===== config.mk =====
export PLATFORM = sky130hd
export DESIGN_NAME = one_shot_timer_bank
export DESIGN_NICKNAME = d
export VERILOG_FILES = /design/src/rtl/ostb_pkg.sv /design/src/rtl/ostb_mem.sv /design/src/rtl/ostb_seq.sv /design/src/rtl/one_shot_timer_bank.sv
export SDC_FILE = /design/constraint.sdc
export NUM_CORES = 1
export LEC_CHECK = 0
export ABC_AREA = 1
export BUFFER_PORTS_ARGS = -buffer_cell sky130_fd_sc_hd__clkbuf_2
export CORE_UTILIZATION = 35
export CTS_CLUSTER_DIAMETER = 150
export CTS_CLUSTER_SIZE = 14
export DETAILED_ROUTE_END_ITERATION = 16
export GPL_TIMING_DRIVEN = 0
export RECOVER_POWER = 50
export SLEW_MARGIN = 20
export SYNTH_ARGS = -nofsm -noshare
export SYNTH_HDL_FRONTEND = slang
export SYNTH_SLANG_ARGS = --single-unit

===== constraint.sdc =====
create_clock -name clk -period 6.1 [get_ports clk]
set_input_delay 1.525 -clock clk [delete_from_list [all_inputs] [get_ports clk]]
set_output_delay 1.525 -clock clk [all_outputs]
set_load 0.005 [all_outputs]

===== src/rtl/ostb_pkg.sv =====
// Shared types and constants for the one-shot timer bank.
package ostb_pkg;

	localparam int NUM_TIMERS = 8;
	localparam int AW         = (NUM_TIMERS > 1) ? $clog2(NUM_TIMERS) : 1;
	localparam int CNT_W      = 16;
	localparam int IDX_W      = 3;
	localparam int MASK_W     = 8;

	typedef logic [1:0]        op_t;
	typedef logic [AW-1:0]     addr_t;
	typedef logic [CNT_W-1:0]  cnt_t;

	localparam op_t OP_TICK  = 2'd0;
	localparam op_t OP_START = 2'd1;
	localparam op_t OP_STOP  = 2'd2;
	localparam op_t OP_QUERY = 2'd3;

	localparam addr_t LAST_ADDR = addr_t'(NUM_TIMERS - 1);

	typedef struct packed {
		logic running;
		logic flag;
		cnt_t count;
		cnt_t period;
	} ent_t;

	typedef struct packed {
		op_t              op;
		logic [IDX_W-1:0] idx;
		cnt_t             period;
	} item_t;

	typedef struct packed {
		logic              flag;
		logic              running;
		logic [MASK_W-1:0] mask;
	} res_t;

	typedef struct packed {
		logic  re;
		addr_t raddr;
		logic  we;
		addr_t waddr;
		ent_t  wdata;
	} mem_req_t;

endpackage


===== src/rtl/ostb_mem.sv =====
// Timer entry memory: one read and one write port, registered read, per-entry valid bits.
module ostb_mem (
	input  logic              clk,
	input  logic              arst_n,
	input  ostb_pkg::mem_req_t req,
	output ostb_pkg::ent_t    rd_ent
);
	import ostb_pkg::*;

	ent_t                  mem_q [NUM_TIMERS];
	logic [NUM_TIMERS-1:0] vld_q;
	ent_t                  rdata_q;
	logic                  rvld_q;

	always_ff @(posedge clk) begin
		if (req.we) begin
			mem_q[req.waddr] <= req.wdata;
		end
		if (req.re) begin
			rdata_q <= mem_q[req.raddr];
		end
	end

	always_ff @(posedge clk or negedge arst_n) begin
		if (!arst_n) begin
			vld_q  <= '0;
			rvld_q <= 1'b0;
		end else begin
			if (req.we) begin
				vld_q[req.waddr] <= 1'b1;
			end
			if (req.re) begin
				rvld_q <= vld_q[req.raddr];
			end
		end
	end

	// never-written entries read as the reset value
	assign rd_ent = rvld_q ? rdata_q : '0;

endmodule


===== src/rtl/ostb_seq.sv =====
// Sequencer: walks the entry memory, read-modify-write per timer, builds the result.
module ostb_seq (
	input  logic               clk,
	input  logic               arst_n,
	input  logic               start,
	input  ostb_pkg::item_t    item,
	output logic               idle,
	output logic               done,
	input  logic               take,
	output ostb_pkg::res_t     res,
	output ostb_pkg::mem_req_t req,
	input  ostb_pkg::ent_t     rd_ent
);
	import ostb_pkg::*;

	localparam logic [1:0] S_IDLE  = 2'd0;
	localparam logic [1:0] S_SWEEP = 2'd1;
	localparam logic [1:0] S_DRAIN = 2'd2;
	localparam logic [1:0] S_FIN   = 2'd3;

	logic [1:0]       state_q;
	addr_t            cnt_q;
	op_t              op_q;
	logic [IDX_W-1:0] idx_q;
	cnt_t             per_q;
	logic             sel_ok_q;
	logic             rd_v_s1;
	addr_t            addr_s1;
	res_t             res_q;

	logic             item_ok;
	logic             is_tick;
	cnt_t             inc;
	ent_t             nxt;
	logic             fired;
	logic             hit;

	assign item_ok = 32'(item.idx) < NUM_TIMERS;
	assign is_tick = (op_q == OP_TICK);

	// entry update for the entry read last cycle
	always_comb begin
		nxt   = rd_ent;
		fired = 1'b0;
		inc   = (rd_ent.count == '1) ? rd_ent.count : rd_ent.count + cnt_t'(1);
		case (op_q)
			OP_TICK: begin
				if (rd_ent.running) begin
					nxt.count = inc;
					if (inc >= rd_ent.period) begin
						nxt.flag    = 1'b1;
						nxt.running = 1'b0;
						nxt.count   = '0;
						fired       = 1'b1;
					end
				end else begin
					nxt.count = '0;
				end
			end
			OP_START: begin
				if (!rd_ent.running) begin
					nxt.flag    = 1'b0;
					nxt.period  = per_q;
					nxt.running = 1'b1;
					nxt.count   = '0;
				end
			end
			OP_STOP: begin
				nxt.flag    = 1'b0;
				nxt.running = 1'b0;
				nxt.count   = '0;
			end
			default: begin
			end
		endcase
	end

	assign hit = sel_ok_q && (32'(addr_s1) == 32'(idx_q));

	// reads in the sweep always run one entry ahead of the write, so no overlap
	always_comb begin
		req.re    = (state_q == S_SWEEP);
		req.raddr = cnt_q;
		req.we    = rd_v_s1;
		req.waddr = addr_s1;
		req.wdata = nxt;
	end

	always_ff @(posedge clk) begin
		if (start) begin
			op_q     <= item.op;
			idx_q    <= item.idx;
			per_q    <= item.period;
			sel_ok_q <= item_ok;
		end
		addr_s1 <= cnt_q;
	end

	always_ff @(posedge clk or negedge arst_n) begin
		if (!arst_n) begin
			state_q <= S_IDLE;
			cnt_q   <= '0;
			rd_v_s1 <= 1'b0;
			res_q   <= '0;
		end else begin
			rd_v_s1 <= (state_q == S_SWEEP);
			if (rd_v_s1) begin
				if (hit) begin
					res_q.flag    <= nxt.flag;
					res_q.running <= nxt.running;
				end
				for (int b = 0; b < MASK_W; b++) begin
					if (is_tick && fired && (32'(addr_s1) == b)) begin
						res_q.mask[b] <= 1'b1;
					end
				end
			end
			case (state_q)
				S_IDLE: begin
					if (start) begin
						res_q <= '0;
						if (item.op == OP_TICK) begin
							cnt_q   <= '0;
							state_q <= S_SWEEP;
						end else if (item_ok) begin
							cnt_q   <= addr_t'(item.idx);
							state_q <= S_SWEEP;
						end else begin
							state_q <= S_FIN;
						end
					end
				end
				S_SWEEP: begin
					if (is_tick && (cnt_q != LAST_ADDR)) begin
						cnt_q <= cnt_q + addr_t'(1);
					end else begin
						state_q <= S_DRAIN;
					end
				end
				S_DRAIN: begin
					state_q <= S_FIN;
				end
				S_FIN: begin
					if (take) begin
						state_q <= S_IDLE;
					end
				end
				default: begin
					state_q <= S_IDLE;
				end
			endcase
		end
	end

	assign idle = (state_q == S_IDLE);
	assign done = (state_q == S_FIN);
	assign res  = res_q;

endmodule


===== src/rtl/one_shot_timer_bank.sv =====
// Top level of the one-shot timer bank: stream ports, output register, checks.
// A bank of NUM_TIMERS one-shot timers whose state (running bit, flag, 16-bit count, period)
// lives in a single-port-read memory. Each request returns one result. A tick walks every
// entry through the memory read port, one entry per cycle; start, stop and query touch one
// entry. A finished result sits in an output register, so the next request is accepted
// while it waits downstream. Out-of-range timer indexes read as zero and change nothing.
module one_shot_timer_bank (
	input  logic        clk,
	input  logic        arst_n,
	input  logic        s_tvalid,
	output logic        s_tready,
	input  logic [23:0] s_tdata,  // op[1:0], timer_index[4:2], period_ms[20:5], zero fill
	output logic        m_tvalid,
	input  logic        m_tready,
	output logic [15:0] m_tdata   // tmo_flag[0], running[1], expired_mask[9:2], zero fill
);
	import ostb_pkg::*;

	item_t    item;
	logic     start;
	logic     idle;
	logic     done;
	logic     take;
	res_t     seq_res;
	mem_req_t mem_req;
	ent_t     rd_ent;
	res_t     out_q;
	logic     m_tvalid_q;

	assign item.op     = s_tdata[1:0];
	assign item.idx    = s_tdata[4:2];
	assign item.period = s_tdata[20:5];

	assign s_tready = idle;
	assign start    = s_tvalid && idle;
	assign take     = !m_tvalid_q || m_tready;

	ostb_seq u_seq (
		.clk    (clk),
		.arst_n (arst_n),
		.start  (start),
		.item   (item),
		.idle   (idle),
		.done   (done),
		.take   (take),
		.res    (seq_res),
		.req    (mem_req),
		.rd_ent (rd_ent)
	);

	ostb_mem u_mem (
		.clk    (clk),
		.arst_n (arst_n),
		.req    (mem_req),
		.rd_ent (rd_ent)
	);

	always_ff @(posedge clk) begin
		if (done && take) begin
			out_q <= seq_res;
		end
	end

	always_ff @(posedge clk or negedge arst_n) begin
		if (!arst_n) begin
			m_tvalid_q <= 1'b0;
		end else if (take) begin
			m_tvalid_q <= done;
		end
	end

	assign m_tvalid = m_tvalid_q;
	assign m_tdata  = {6'd0, out_q.mask, out_q.running, out_q.flag};

	// no entry is written while the sequencer waits for a request
	a_no_write_idle: assert property (@(posedge clk) disable iff (!arst_n)
		s_tready |-> !mem_req.we)
		else $error("entry write while idle");

	// read and write ports never hit the same entry in one cycle
	a_no_rw_clash: assert property (@(posedge clk) disable iff (!arst_n)
		(mem_req.we && mem_req.re) |-> (mem_req.waddr != mem_req.raddr))
		else $error("read and write to same entry");

	// all memory traffic is finished once the result is offered
	a_done_quiet: assert property (@(posedge clk) disable iff (!arst_n)
		done |-> (!mem_req.we && !mem_req.re))
		else $error("memory access after result ready");

endmodule

==> run_results.csv <==
group,metric,value,unit
outcome,result_of_the_run,"finished with violations",
outcome,violated_checks,"capacitance limit, slew limit",
sta,finalSetupViolations,0,
floorplanning,die_height,212.9,um
clock_network,cts_clk_pin_slew_worst_paths,0.07,ns
global_routing,antenna_violations_before_repair,1,
global_routing,grt_first_pass_wirelength,59.85,mm
sta,finClkSkew,0.02796,ns
placement,routabilityCongestion,0.8875,
logic_synthesis,post_synth_num_cell_types,33,
sta,total_negative_setup_slacks,0,ns
logic_synthesis,ys_seq_elements,366,
routing,via_per_inst,5.114,
logic_synthesis,synth_sequential_area_ratio,0.6960,
power,power-per-cell-area,503.3,nW/um^2
logic_synthesis,synth-xor-area-share,0.002252,
worst_setup_path,path_delay_family,"compound AO/OA/AOI/OAI gates",
sta,grt_setup_unrepaired,"no",
global_routing,first_global_vias,10100,
routing,num_vias,10430,
logic_synthesis,synth_compound_gate_area_share,0.1059,
logic_synthesis,syn_inst,1360,
floorplanning,initial_utilization,0.3581,
sta,remaining_max_slew_budget_at_the_tightest_pin,-0.2886,
clock_network,tritoncts,"done",
routing,first_pass_drt_iterations,6,
clock_network,cts_sinks,366,
power,switching_share,0.3899,
worst_setup_path,category_of_the_worst_setup_path_capture_point,"flop",
floorplanning,top_level_ports,46,
worst_setup_path,crit_path_max_fanout,10,
clock_network,cts_root_buf,"clkbuf_16",
worst_setup_path,critical_path_most_common_cell,"nand2_1",
worst_hold_path,worst_hold_startpoint,"u_seq.cnt_q[1]",
power,seq_power_share,0.429,
logic_synthesis,synth_edf_count,337,
power,cellInternalPower,5.334,mW
worst_setup_path,cp_slowest_cell,"dfrtp_1",
worst_setup_path,cp_data_arrival_time,4.91,ns
placement,numPortBuffers,36,
power,power_frac_comb,0.371,
global_routing,grt_remaining_overflow,0,
flow_run,max_capacitance_violation_count,11,
sta,timing_worst_slew_pin_value,1.926,ns
finish,fillers,4168,
power,p_leak,6.196,nW
floorplanning,dieArea,45310,um^2
power,power.switching,3.409,mW
placement,hpwl,28.35,mm
finish,fin_nets,1495,
sta,period_needed,4.605,ns
clock_network,post_cts_resize_count,0,
floorplanning,die-width,212.9,um
logic_synthesis,synth_top_family_by_area,"simple AND/OR/NAND/NOR gates",
global_routing,grt.total_usage,0.1768,
worst_hold_path,holdCritPathClass,"reg -> reg",
worst_setup_path,critical_path.startpoint_type,"flop",
finish,area_delta_synth_final,11.64,%
logic_synthesis,postSynthAreaPerCell,11.44,um^2
finish,n_antenna_cell,0,
logic_synthesis,yosys.area.top_type_share,0.6504,
sta,finalHoldViolCount,0,
worst_setup_path,crit_path_cell_trace,"buf_6, buf_6, nand2_1, inv_1, ha_1, nand2_1, nor2_2, nand3_1, inv_2, nand2_2, o21ai_0, inv_1, ha_1, nand2_1, nand2_1, nand2_1, nand2_1, nand2_1, nand2_1, a21oi_1, clkbuf_4, nand3_1, a21oi_1",
logic_synthesis,yosys_warns,0,
clock_network,post_cts_hold_buffer_count,0,
placement,place_area,16820,um^2
logic_synthesis,ys_dominant_reg_cell,"edfxtp_1",
finish,post_route_cells_drive_above_1_share,0.09966,
power,worst_ir_drop_vdd,0.2087,mV
finish,postLayoutCellArea,17370,um^2
logic_synthesis,synth_mux_area_frac,0,
floorplanning,floorplan.core_area,43460,um^2
finish,final_core_util,0.3997,
routing,final_antenna_net_count,0,
power,power_frac_clock,0.200,
clock_network,buffers_from_clock_root_to_sink_at_most,3,
routing,post_drt_wl_per_cell,19.42,um
logic_synthesis,post-synth-top-area-cell,"edfxtp_1",
logic_synthesis,cell_types_occupying_the_most_area_after_synthesis,"edfxtp_1 (65%), nor2_1 (8.0%), o21ai_0 (5.1%), dfrtp_1 (4.2%), nand2_1 (2.4%)",
worst_setup_path,slowest_delay,0.50,ns
clock_network,post_cts_buffers,0,
global_routing,grt_start_max_net_pins,27,
routing,post-route-drc-count,0,
worst_setup_path,timing_worst_setup_path_type,"reg -> reg",
logic_synthesis,adder_and_majority_cell_fraction_of_the_synthesized_area,0.01849,
worst_setup_path,number_of_buffers_and_inverters_on_the_critical_path,6,
sta,number_of_pins_exceeding_their_max_slew_limit_in_the_final_report,217,
floorplanning,rows,76,
clock_network,clock_insertion_delay_worst_skew,0.59,ns
routing,detailed_route_wire_length,39.62,mm
worst_setup_path,worst_endpoint_required_time,6.41,ns
clock_network,clock_tree.htree_level_count,1,
clock_network,cts_buffers,30,
logic_synthesis,async_reset_ff_frac,0.07104,
logic_synthesis,simple_logic_cell_fraction_of_the_synthesized_area,0.1344,
worst_setup_path,worst_r2r_startpoint,"u_mem.rvld_q",
logic_synthesis,mappedNetlistArea,15560,um^2
sta,max_freq,217.2,MHz
sta,layout_worst_path_cycle_share,0.7548,
routing,drt-initial-drc-count,968,
worst_setup_path,setup.worst_path.start,"u_mem.rvld_q",
power groups by stage:
stage               Combinational (mW)  Sequential, mW  Clock, mW
finish                            3.24            3.75       1.75
floorplan                         2.12            3.73          0
global route                      3.61            3.79       1.86
detailed placement                3.34            3.79          0
global placement                  3.15            3.81          0
CTS                               3.34            3.74       1.77
routing by layer:
layer  share of wire  track usage  vias to the layer above
li1                -            -                     4922
met1            0.46       0.2491                     5084
met2            0.45       0.2816                      355
met3           0.065      0.03059                       72
met4           0.027      0.04589                        0
met5               0            0                        -
sequential cells by signal (all words and copies together) (netlist names):
register       flops
u_seq.op_q         2
u_seq.res         10
u_seq.state_q      2
u_seq.cnt_q        3
u_mem.rvld_q       1
m_tdata           10
u_mem.rdata_q     34
u_seq.addr_s1      3
u_seq.rd_v_s1      1
u_mem.mem_q      272
u_seq.per_q       16
u_mem.vld_q        8
m_tvalid           1
u_seq.idx_q        3
final timing paths:
check / depth (start not counted) / slack (ns) / end
setup / recovery: 23 / 1.50 / u_mem.mem_q[4][18]
hold / removal: 0 / 0.41 / u_seq.addr_s1[1]
setup reg to reg: 23 / 1.50 / u_mem.mem_q[4][18]
hold reg to reg: 0 / 0.41 / u_seq.addr_s1[1]
max in group asynchronous: 1 / 3.86 / u_seq.res[5]
min in group asynchronous: 1 / 1.33 / u_seq.state_q[0]
cell families (layout without fill, tap and decap cells):
kind of cell / Yosys count / in the layout
buffers and inverters: 156 / 246
other: 1 / 6
DFF: 366 / 366
AOI/OAI and AO/OA: 300 / 300
and+or+nand+nor: 510 / 510
adders and majority gates: 23 / 23
xor gates and xnor gates: 4 / 4
synthesized netlist by cell type, types with 2 or more instances:
master / instances
o22ai_1: 34
inv_1: 73
buf_4: 8
a31oi_1: 36
nor2_1: 332
o21ai_0: 158
edfxtp_1: 337
or2_2: 7
nor3_1: 4
o21ai_2: 4
a21oi_1: 56
ha_1: 23
clkbuf_1: 44
a21oi_2: 9
nand4_1: 5
buf_2: 17
nand3_2: 8
dfxtp_1: 3
nor2_2: 8
nand2_2: 12
nand3_1: 34
inv_2: 6
buf_6: 3
buf_1: 2
dfrtp_1: 26
xor2_1: 4
clkinv_1: 2
nand2_1: 100
placed cells by master (no fill, tap or decap), drive strengths merged:
master / instances
nand3: 42
dfxtp: 3
nand2: 112
o21ai: 162
nand4: 5
dfrtp: 26
edfxtp: 337
o22ai: 34
inv: 79
buf: 31
clkbuf: 132
a21oi: 65
or2: 7
ha: 23
nor2: 340
o221ai: 1
a21o: 1
conb: 6
nor3: 4
a31oi: 36
clkinv: 4
o2111ai: 1
xor2: 4
final cells by class:
class / instances / area (um^2) / area share
Sequential cell: 366 / 10830 / 0.6235
Multi-Input combinational cell: 843 / 4085 / 0.2352
Clock buffer: 41 / 792.0 / 0.04559
Tap cell: 585 / 732.0 / 0.04213
Buffer: 75 / 359.1 / 0.02067
Inverter: 81 / 304.0 / 0.01750
Timing Repair Buffer: 47 / 236.5 / 0.01361
Clock inverter: 2 / 32.53 / 0.001873
through the flow:
step	std cells	setup WS (ns)	hold slack [ns]	total power, mW
3_5_place_dp	1997	1.598	0.3926	7.123
2_1_floorplan	1365	2.770	0.3661	5.847
6_report	2040	1.495	0.4146	8.743
3_3_place_gp	1986	1.572	0.3979	6.963
5_1_grt	2040	1.197	0.4224	9.267
4_1_cts	2040	1.576	0.4180	8.857
(Power assumes the default switching activity.)
